===== src/hdl/wwd_pkg.sv =====
// ----------------------------------------------------------------------------
// wwd_pkg: shared types and codes of the weight word decoder
// Element type codes, status codes, register indexes and the record that
// the byte assembler hands to the output stage.
// ----------------------------------------------------------------------------
package wwd_pkg;

   // Field widths
   localparam int BYTE_W   = 8;
   localparam int WORD_W   = 32;
   localparam int GATHER_W = 24;
   localparam int POS_W    = 2;
   localparam int ETYPE_W  = 2;
   localparam int STATUS_W = 2;
   localparam int CSR_IDX_W = 1;
   localparam int CSR_DAT_W = 2;

   typedef logic [ETYPE_W-1:0]  etype_type;
   typedef logic [STATUS_W-1:0] status_type;

   // Input encodings held in the element_type register
   localparam etype_type ET_SINGLE   = 2'd0;
   localparam etype_type ET_HALF     = 2'd1;
   localparam etype_type ET_BF16     = 2'd2;
   localparam etype_type ET_RESERVED = 2'd3;

   // Result status codes
   localparam status_type ST_OK        = 2'd0;
   localparam status_type ST_NONFINITE = 2'd1;
   localparam status_type ST_MISMATCH  = 2'd2;
   localparam status_type ST_TRUNCATED = 2'd3;

   // Configuration register indexes
   localparam logic [CSR_IDX_W-1:0] CSR_ELEMENT_TYPE = 1'd0;
   localparam logic [CSR_IDX_W-1:0] CSR_HEAD_CHECK   = 1'd1;

   // What the assembler decided for the byte of the current transaction
   typedef struct packed {
      logic emit;        // a result is produced by this byte
      logic truncated;   // final byte arrived before the element was complete
      logic mismatch;    // some compared byte of the element differed
      logic last;        // this byte closes the tensor
   } asm_res_type;

endpackage


===== src/hdl/wwd_convert.sv =====
// ----------------------------------------------------------------------------
// wwd_convert: element to single-precision conversion
// Maps the gathered little-endian word to single-precision bits according to
// the element type and flags non-finite results.
// ----------------------------------------------------------------------------
module wwd_convert (
   input  wwd_pkg::etype_type           element_type,
   input  logic [wwd_pkg::WORD_W-1:0]   word,
   output logic [wwd_pkg::WORD_W-1:0]   value_bits,
   output logic                         nonfinite
);
   import wwd_pkg::*;

   // Exact widening of IEEE half; subnormals are normalized.
   function automatic logic [WORD_W-1:0] widen_half(input logic [15:0] h);
      logic        sign;
      logic [4:0]  ex;
      logic [9:0]  man;
      logic [3:0]  lead;
      logic [3:0]  shift;
      logic [10:0] norm;
      logic [7:0]  e;
      logic [WORD_W-1:0] r;
      sign = h[15];
      ex   = h[14:10];
      man  = h[9:0];
      lead = 4'd0;
      // Position of the leading one of the mantissa.
      for (int i = 0; i < 10; i++) begin
         if (man[i]) begin
            lead = 4'(i);
         end
      end
      shift = 4'd10 - lead;
      norm  = {1'b0, man} << shift;
      e     = 8'd103 + {4'd0, lead};
      if (ex == 5'd0) begin
         if (man == 10'd0) begin
            r = {sign, 31'd0};
         end else begin
            r = {sign, e, norm[9:0], 13'd0};
         end
      end else if (ex == 5'h1F) begin
         r = {sign, 8'hFF, man, 13'd0};
      end else begin
         r = {sign, 8'({3'd0, ex} + 8'd112), man, 13'd0};
      end
      return r;
   endfunction

   // Select the decoding by element type; the unused code decodes as bfloat16.
   always_comb begin
      unique case (element_type) inside
         ET_SINGLE: value_bits = word;
         ET_HALF:   value_bits = widen_half(word[15:0]);
         ET_BF16, ET_RESERVED: value_bits = {word[15:0], 16'd0};
         default:   value_bits = {word[15:0], 16'd0};
      endcase
   end

   assign nonfinite = (value_bits[30:23] == 8'hFF);

endmodule


===== src/hdl/wwd_assembler.sv =====
// ----------------------------------------------------------------------------
// wwd_assembler: byte gathering and element state
// Collects payload bytes into an element, tracks head-stream mismatches,
// decides when a result is due and holds off results after an error.
// ----------------------------------------------------------------------------
module wwd_assembler (
   input  logic                          clock,
   input  logic                          reset,
   input  wwd_pkg::etype_type            element_type,
   input  logic                          head_check,
   input  logic                          accept,
   input  logic [wwd_pkg::BYTE_W-1:0]    payload_byte,
   input  logic [wwd_pkg::BYTE_W-1:0]    head_byte,
   input  logic                          final_byte,
   input  logic                          nonfinite,
   output logic [wwd_pkg::WORD_W-1:0]    word,
   output wwd_pkg::asm_res_type          res,
   output logic                          hold
);
   import wwd_pkg::*;

   logic [GATHER_W-1:0] gather_ff, gather_in;
   logic [POS_W-1:0]    pos_ff, pos_in;
   logic                mism_ff, mism_in;
   logic                hold_ff, hold_in;

   logic                mism;
   logic                partial;
   logic [POS_W-1:0]    last_pos;

   // Merge the new byte into the gathered word at its position.
   assign mism     = mism_ff | (head_check & (payload_byte != head_byte));
   assign word     = {8'd0, gather_ff} | ({24'd0, payload_byte} << {pos_ff, 3'd0});
   assign last_pos = (element_type == ET_SINGLE) ? 2'd3 : 2'd1;
   assign partial  = (pos_ff < last_pos);

   // Result decision for this byte.
   always_comb begin
      res.emit      = accept & ~hold_ff & (~partial | final_byte);
      res.truncated = partial;
      res.mismatch  = mism;
      res.last      = final_byte;
   end

   // Next state of the element.
   always_comb begin
      gather_in = gather_ff;
      pos_in    = pos_ff;
      mism_in   = mism_ff;
      hold_in   = hold_ff;
      if (accept) begin
         if (hold_ff || final_byte || !partial) begin
            gather_in = '0;
            pos_in    = '0;
            mism_in   = 1'b0;
         end else begin
            gather_in = word[GATHER_W-1:0];
            pos_in    = pos_ff + 2'd1;
            mism_in   = mism;
         end
         if (final_byte) begin
            hold_in = 1'b0;
         end else if (!hold_ff && !partial && (mism || nonfinite)) begin
            hold_in = 1'b1;
         end
      end
   end

   always_ff @(posedge clock) begin
      if (reset) begin
         gather_ff <= '0;
         pos_ff    <= '0;
         mism_ff   <= 1'b0;
         hold_ff   <= 1'b0;
      end else begin
         gather_ff <= gather_in;
         pos_ff    <= pos_in;
         mism_ff   <= mism_in;
         hold_ff   <= hold_in;
      end
   end

   assign hold = hold_ff;

endmodule


===== src/hdl/weight_word_decoder.sv =====
// ----------------------------------------------------------------------------
// weight_word_decoder: tensor weight byte stream to single-precision words
// Gathers little-endian bytes into single, half or bfloat16 elements and
// returns each as single-precision bits with a status code.
// ----------------------------------------------------------------------------
//
//  Channel  Direction  Transaction contents
//  req_     in         tdata[7:0] payload_byte, tdata[15:8] head_byte,
//                      tlast final_byte
//  rsp_     out        tdata[31:0] value_bits, tdata[33:32] status,
//                      tlast end_of_tensor
//  csr_     in         write enable, register index, write data
//
//  One byte is taken every cycle unless a result waits untaken. The result of
//  the byte that completes an element is in the output register in the next
//  cycle. The output register is the only result storage: while it holds a
//  result that is not taken, req_tready is low. Reset is synchronous and
//  clears the element state, the error hold and both configuration registers.
//
module weight_word_decoder (
   input  logic                              clock,
   input  logic                              reset,
   // Input stream
   input  logic                              req_tvalid,
   output logic                              req_tready,
   input  logic [15:0]                       req_tdata,  // payload_byte, head_byte
   input  logic                              req_tlast,
   // Result stream
   output logic                              rsp_tvalid,
   input  logic                              rsp_tready,
   output logic [39:0]                       rsp_tdata,  // value_bits, status, zero pad
   output logic                              rsp_tlast,
   // Configuration writes
   input  logic                              csr_wen,
   input  logic [wwd_pkg::CSR_IDX_W-1:0]     csr_addr,
   input  logic [wwd_pkg::CSR_DAT_W-1:0]     csr_wdata
);
   import wwd_pkg::*;

   etype_type      etype_ff;
   logic           check_ff;

   logic           accept;
   logic [WORD_W-1:0] word;
   logic [WORD_W-1:0] conv_value;
   logic           nonfinite;
   asm_res_type    res;
   logic           hold;

   status_type     status;
   logic [WORD_W-1:0] value;

   logic           rsp_valid_ff;
   logic [WORD_W-1:0] rsp_value_ff;
   status_type     rsp_status_ff;
   logic           rsp_last_ff;

   // Configuration registers.
   always_ff @(posedge clock) begin
      if (reset) begin
         etype_ff <= ET_SINGLE;
         check_ff <= 1'b0;
      end else if (csr_wen) begin
         case (csr_addr)
            CSR_ELEMENT_TYPE: etype_ff <= csr_wdata;
            CSR_HEAD_CHECK:   check_ff <= csr_wdata[0];
            default: ;
         endcase
      end
   end

   // A transaction is taken whenever the output register can accept a result.
   assign req_tready = ~rsp_valid_ff | rsp_tready;
   assign accept     = req_tvalid & req_tready;

   wwd_assembler u_assembler (
      .clock        (clock),
      .reset        (reset),
      .element_type (etype_ff),
      .head_check   (check_ff),
      .accept       (accept),
      .payload_byte (req_tdata[7:0]),
      .head_byte    (req_tdata[15:8]),
      .final_byte   (req_tlast),
      .nonfinite    (nonfinite),
      .word         (word),
      .res          (res),
      .hold         (hold)
   );

   wwd_convert u_convert (
      .element_type (etype_ff),
      .word         (word),
      .value_bits   (conv_value),
      .nonfinite    (nonfinite)
   );

   // Status priority: truncation, then head mismatch, then non-finite.
   always_comb begin
      if (res.truncated) begin
         status = ST_TRUNCATED;
         value  = '0;
      end else begin
         value = conv_value;
         if (res.mismatch) begin
            status = ST_MISMATCH;
         end else if (nonfinite) begin
            status = ST_NONFINITE;
         end else begin
            status = ST_OK;
         end
      end
   end

   // Output register.
   always_ff @(posedge clock) begin
      if (reset) begin
         rsp_valid_ff <= 1'b0;
      end else if (accept && res.emit) begin
         rsp_valid_ff <= 1'b1;
      end else if (rsp_tready) begin
         rsp_valid_ff <= 1'b0;
      end
   end

   always_ff @(posedge clock) begin
      if (accept && res.emit) begin
         rsp_value_ff  <= value;
         rsp_status_ff <= status;
         rsp_last_ff   <= res.last;
      end
   end

   assign rsp_tvalid = rsp_valid_ff;
   assign rsp_tdata  = {6'd0, rsp_status_ff, rsp_value_ff};
   assign rsp_tlast  = rsp_last_ff;

   // A truncated element always closes the tensor and carries a zero value.
   a_trunc_form: assert property (@(posedge clock) disable iff (reset)
      rsp_valid_ff && (rsp_status_ff == ST_TRUNCATED)
      |-> (rsp_value_ff == '0) && rsp_last_ff)
      else $error("truncated result with nonzero value or without end of tensor");

   // While an error is held no result may be produced.
   a_hold_silent: assert property (@(posedge clock) disable iff (reset)
      hold |-> !res.emit)
      else $error("result produced during error hold");

   // The final byte of a tensor releases the error hold.
   a_final_clears: assert property (@(posedge clock) disable iff (reset)
      accept && req_tlast |=> !hold)
      else $error("error hold survived the final byte");

   // An error on a byte that is not final starts the hold.
   a_error_holds: assert property (@(posedge clock) disable iff (reset)
      accept && res.emit && !res.last && (status != ST_OK) |=> hold)
      else $error("error result did not start the hold");

endmodule

===== config.mk =====
export PLATFORM = sky130hd
export DESIGN_NAME = weight_word_decoder
export DESIGN_NICKNAME = d
export VERILOG_FILES = /design/src/hdl/wwd_pkg.sv /design/src/hdl/wwd_convert.sv /design/src/hdl/wwd_assembler.sv /design/src/hdl/weight_word_decoder.sv
export SDC_FILE = /design/constraint.sdc
export NUM_CORES = 1
export LEC_CHECK = 0
export ABC_AREA = 0
export BUFFER_PORTS_ARGS = -buffer_cell sky130_fd_sc_hd__buf_2
export CAP_MARGIN = 30
export CORE_AREA = 2 2 67 132
export DETAILED_ROUTE_END_ITERATION = 16
export DIE_AREA = 0 0 69 134
export HOLD_SLACK_MARGIN = 0.06
export PLACE_DENSITY = 0.84
export SLEW_MARGIN = 10
export SYNTH_ARGS = -nofsm -noshare
export SYNTH_HDL_FRONTEND = slang
export SYNTH_SLANG_ARGS = --single-unit

===== constraint.sdc =====
create_clock -name clock -period 3.3 [get_ports clock]
set_clock_uncertainty 0.05 [all_clocks]
set_input_delay 0.825 -clock clock [delete_from_list [all_inputs] [get_ports clock]]
set_output_delay 0.825 -clock clock [all_outputs]
set_load 0.02 [all_outputs]

==> reports/metrics.csv, run 1 <==
metric,value,unit
synth_area,0.00405,mm²
areaGrowthSynthToFinish,30.9,%
seq_area_frac_synth,41.7,%
final.period_utilization,96.6,%
clkSinkCount,67,
r2r-end,rsp_value_ff[20],
drc,0,
synth-async-reset-ratio,0,%
reg2reg_slack,0.24,ns
via_per_inst,6.25,
cp_max_fo,6,
overflow,0,
status,finished clean,
slowest_delay,0.49,ns
synth_edf_count,35,
num_antenna_cells,0,
relSlewSlack,61.7,%
power.leakage,2.17,nW
fin_nets,627,
die_area,0.00925,mm²
ir_drop,0.309,mV
crit_path_top_delay_cell,mux4_2,
start_util,49.2,%
min_path_type,register to register,
clk_pin_slew,0.06,ns
critPathKind,input pin to register,
yosysWarnings,0,
dp.cells,685,
worst_pin_slew,0.574,ns
drt-initial-drc-count,394,
via_count,4384,
dr.pass1.iters,6,
clk_latency,0.34,ns
drt-total-wl,14.2,mm
cts_tree,done,
final_cell_count_no_fill,702,
die_y,134,µm
cts_hold_buffers,0,
finish.instance_area,0.00531,mm²
grt_max_degree,36,
maxCapViolCount,0,
cts_buffers,9,
place_area,0.00498,mm²
numPortBuffers,61,
syn_inst,476,
fin_setup_tns,0,ns
grt.total_usage,31.0,%
core,0.00823,mm²
synth_seq_cells,67,
routedWlPerCell,20.2,µm
pin_count,68,
syn_area_per_cell,8.52,µm²
n_fill_cell,711,
cp.required,3.34,ns
finalCriticalPeriod,3.19,ns
cp-end-kind,register,
drive_above_1_share,30.1,%
row_count,47,
fp.dieW,69,µm
power,2.89,mW
critPathLaunchType,input pin,
root_buffer,clkbuf_16,
htreeDepth,3,
cp_cell_sequence,"buf_2, or3b_4, a221oi_4, o211a_1, o21ai_4, ha_4, mux4_2, a311o_1, a2bb2oi_1, o21ai_1",
min_from,check_ff,
critPathArrivalTime,3.22,ns
cts_max_path_buffers,2,
r2r_start,u_assembler.pos_ff[1],
routabilityCongestion,1.03,
crit_path_end,rsp_value_ff[20],
crit_start,req_tdata[1],
final_cell_mix,"nor2_1 (83), buf_4 (83), buf_2 (61)",
grt_antenna_before_repair,0,
ff2ff_path_depth,9,
ys.flop_type,edfxtp_1,
synth_cell_type_count,69,
setup_viol,0,
grt_pass1_wl,22.3,mm
hold_violations,0,
hpwl,11.1,mm
fmaxAchievable,314,MHz
ant_nets,0,
grt_pass1_vias,4320,
rsz0062_at_grt,no,
p_per_area,545,mW/mm²
report.final.slew_viol_count,0,
[repair_timing]
item	4_1_cts	5_1_grt
resized for setup	0	6
setup endpoints to repair	0	7
buffers inserted	0	1
[synthesized netlist by cell type (4+ instances only)]
library cell / number / area (µm²)
nor2b_1: 5 / 31.3
edfxtp_1: 35 / 1050
buf_4: 6 / 45.0
a311oi_1: 5 / 43.8
nand2b_1: 4 / 25.0
o2111ai_1: 4 / 35.0
dfxtp_1: 32 / 641
nor3_1: 17 / 85.1
and3_1: 5 / 31.3
xor2_1: 11 / 96.3
and2_1: 6 / 37.5
o21ai_0: 20 / 100
mux2i_1: 4 / 40.0
a211oi_1: 9 / 67.6
nand2_1: 26 / 97.6
nand3_1: 10 / 50.1
a21oi_1: 54 / 270
inv_1: 10 / 37.5
a32oi_1: 4 / 35.0
clkbuf_1: 23 / 86.3
a31oi_1: 11 / 68.8
o22ai_1: 4 / 25.0
buf_2: 8 / 40.0
nor2_1: 85 / 319
nor4_1: 4 / 25.0
a21o_1: 5 / 37.5
o211ai_1: 4 / 30.0
[worst min-delay path by stage]
stage          endpoint  slack [ns]  cells past startpoint
2_1_floorplan  check_ff        0.38                      2
3_3_place_gp   check_ff        0.40                      2
3_5_place_dp   check_ff        0.41                      2
4_1_cts        check_ff        0.42                      2
5_1_grt        check_ff        0.45                      2
6_report       check_ff        0.41                      2
[layer usage]
metal / vias to the layer above / global-route usage (%) / wire (µm)
met3: 85 / 3.98 / 832
li1: 1999 / - / -
met2: 245 / 56.1 / 7380
met5: - / 0 / 0
met4: 0 / 23.9 / 1170
met1: 2055 / 31.6 / 4820
[kinds of logic after synthesis]
group	count (synthesis)	share of synthesized area, %
simple gates	179	20.5
compound gates	156	25.8
flops	67	41.7
buf+inv	50	5.80
xor+xnor	14	3.02
mux	6	2.10
fa+ha+maj	3	0.926
other cells	1	0.0925
[power breakdown]
part           switching (mW)  internal (mW)
Clock                   0.369          0.587
Combinational           0.585          0.422
Sequential             0.0210          0.909
Total                   0.975           1.92
[flip-flops by register name, indices dropped and copies added (netlist names)]
register / flops
u_assembler.gather_ff: 24
u_assembler.pos_ff: 2
rsp_tlast: 1
u_assembler.mism_ff: 1
check_ff: 1
rsp_status_ff: 2
rsp_tvalid: 1
etype_ff: 2
u_assembler.hold: 1
rsp_value_ff: 32
[critical path, delay by kind of cell]
kind	cells	cell delay, ns
buf+inv	1	0.09
fa+ha+maj	1	0.32
simple gates	1	0.39
mux	1	0.49
compound gates	6	1.11
[area by class of cell]
cell class	instances	area (µm²)	share of cell area (%)
Sequential cell	67	1690	31.9
Timing Repair Buffer	146	968	18.3
Multi-Input combinational cell	364	2180	41.1
Inverter	11	41.3	0.778
Tap cell	98	123	2.31
Clock buffer	9	225	4.25
Clock inverter	7	75.1	1.42
[stage by stage]
| stage | hold WS, ns | setup WS (ns) | utilization [%] |
|---|---|---|---|
| CTS | 0.418 | 0.0949 | 64.2 |
| finish | 0.414 | 0.112 | 64.4 |
| global route | 0.447 | 0.0149 | 64.4 |
| global placement | 0.398 | -0.223 | 60.5 |
| detailed placement | 0.409 | -0.244 | 60.5 |
| floorplan | 0.381 | -0.112 | - |
Power figures use the tool's default switching activity.
==> inputs of run 2 (changes only) <==
Settings changed: CORE_AREA 2 2 67 132 to 2 2 94 186, DIE_AREA 0 0 69 134 to 0 0 96 188, PLACE_DENSITY 0.84 to 0.52.
==> reports/metrics.csv, run 2 (synthesized netlist as in run 1, its figures left out) <==
metric,value,unit,change
setup_viol,0,,unchanged
largest-register,rsp_value_ff,,
final_util,32.9,%,-32 points
drt-total-wl,15.7,mm,+10%
worst_pin_slew,0.747,ns,+0.173 ns
row_count,67,,+43%
critPathKind,register to register,,
via_per_inst,5.14,,-18%
grt.total_usage,18.2,%,-13 points
min_path_type,register to register,,
largest_reg_flops,32,,unchanged
fin_nets,631,,+0.64%
drive_above_1_share,31.1,%,+0.95 points
hold_violations,0,,unchanged
grt_antenna_before_repair,0,,unchanged
final_cell_mix,"buf_4 (88), nor2_1 (84), buf_2 (61)",,
fp.dieW,96,µm,+39%
power,2.92,mW,+1.1%
finalCriticalPeriod,3.27,ns,+0.0773 ns
grt_pass1_vias,4203,,-2.7%
clk_latency,0.34,ns,about the same
fin_setup_tns,0,ns,unchanged
routabilityCongestion,0.971,,-6.1%
cts_buffers,9,,unchanged
start_util,24.3,%,-25 points
fmaxAchievable,306,MHz,-2.4%
die_area,0.0180,mm²,+95%
hpwl,12.6,mm,+13%
areaGrowthSynthToFinish,35.3,%,
routedWlPerCell,19.2,µm,-5.1%
clkSinkCount,67,,unchanged
die_y,188,µm,+40%
place_area,0.00512,mm²,+2.8%
drc,0,,unchanged
ant_nets,0,,unchanged
cts_tree,done,,
report.final.slew_viol_count,0,,unchanged
p_per_area,533,mW/mm²,-2.2%
grt_pass1_wl,24.1,mm,+8.3%
drt-initial-drc-count,363,,-7.9%
rsz0062_at_grt,yes,,
cp.required,3.34,ns,about the same
numPortBuffers,61,,unchanged
htreeDepth,3,,unchanged
num_antenna_cells,0,,unchanged
clk_pin_slew,0.05,ns,about the same
critPathLaunchType,register,,
finish.instance_area,0.00548,mm²,+3.4%
cp-end-kind,register,,
grt_max_degree,36,,unchanged
final_common_cell,buf_4,,
ir_drop,0.218,mV,-30%
critPathArrivalTime,3.31,ns,+0.09 ns
overflow,0,,unchanged
cp_max_fo,9,,+3
core,0.0167,mm²,+100%
pin_count,68,,unchanged
final.period_utilization,99.0,%,+2.3 points
via_count,4190,,-4.4%
dr.pass1.iters,5,,-1
cts_max_path_buffers,2,,unchanged
root_buffer,clkbuf_16,,
maxCapViolCount,0,,unchanged
relSlewSlack,48.9,%,-13 points
reg_top3,"rsp_value_ff: 32 flops, u_assembler.gather_ff: 24 flops",,
status,finished clean,,
power.leakage,2.19,nW,+0.61%
==> run 2: cell types whose count changed in the layout (fill, tap and decap cells not counted), sizes merged <==
cell | previous run | this run
buf | 146 | 150
clkinv | 1 | 3
clkinvlp | 3 | 4
inv | 13 | 10
==> run 2: cell type report <==
class / count / area (µm²)
tap: 207 / 259
timing repair buffer: 150 / 986
clock buffer: 9 / 225
inverter: 11 / 45.0
multi-input combinational: 364 / 2210
clock inverter: 7 / 68.8
fill: 1750 / 11200
sequential: 67 / 1690
==> run 2: metal layers <==
| metal | track usage, % | vias up | wire length [µm] | part of all wire [%] |
|---|---|---|---|---|
| met5 | 0 | - | 0 | 0 |
| met4 | 13.1 | 0 | 1200 | 7.7 |
| met3 | 2.81 | 56 | 621 | 4.0 |
| met2 | 32.1 | 171 | 8330 | 53 |
| met1 | 18.7 | 1958 | 5500 | 35 |
| li1 | - | 2005 | - | - |
==> run 2: worst paths after layout <==
kind                          from               end  slack, ns  cells after the start
max          u_assembler.pos_ff[1]  rsp_value_ff[16]       0.03                     12
min                       check_ff          check_ff       0.42                      2
max reg2reg  u_assembler.pos_ff[1]  rsp_value_ff[16]       0.03                     12
min reg2reg               check_ff          check_ff       0.42                      2
==> run 2: repair_timing <==
action / 4_1_cts / 5_1_grt
endpoints found under the hold margin: 0 / 0
setup endpoints to repair: 0 / 10
resized for setup: 0 / 12
hold buffers: 0 / 0
setup buffers: 0 / 3
==> run 2: metrics by stage <==
stage / hold slack, ns / setup WS (ns) / cells
finish: 0.417 / 0.0345 / 815
global route: 0.465 / -0.0666 / 815
CTS: 0.420 / 0.0287 / 812
detailed placement: 0.409 / -0.324 / 796
global placement: 0.402 / -0.282 / 796
floorplan: 0.381 / -0.112 / 481
==> run 2: critical path: stages (launching register included) <==
cell,delay [ns]
dfxtp_1,0.44
or2_2,0.40
o21ai_0,0.38
o21ai_0,0.18
buf_4,0.17
ha_4,0.30
clkinvlp_4,0.16
nor2_2,0.13
a2111oi_2,0.06
buf_4,0.15
a311o_1,0.35
a31oi_1,0.16
nor2_1,0.06
==> run 2: report_power, final <==
part           total, mW  switching [mW]  internal [mW]
combinational       1.05           0.611          0.436
clock              0.944           0.364          0.579
sequential         0.933          0.0238          0.909
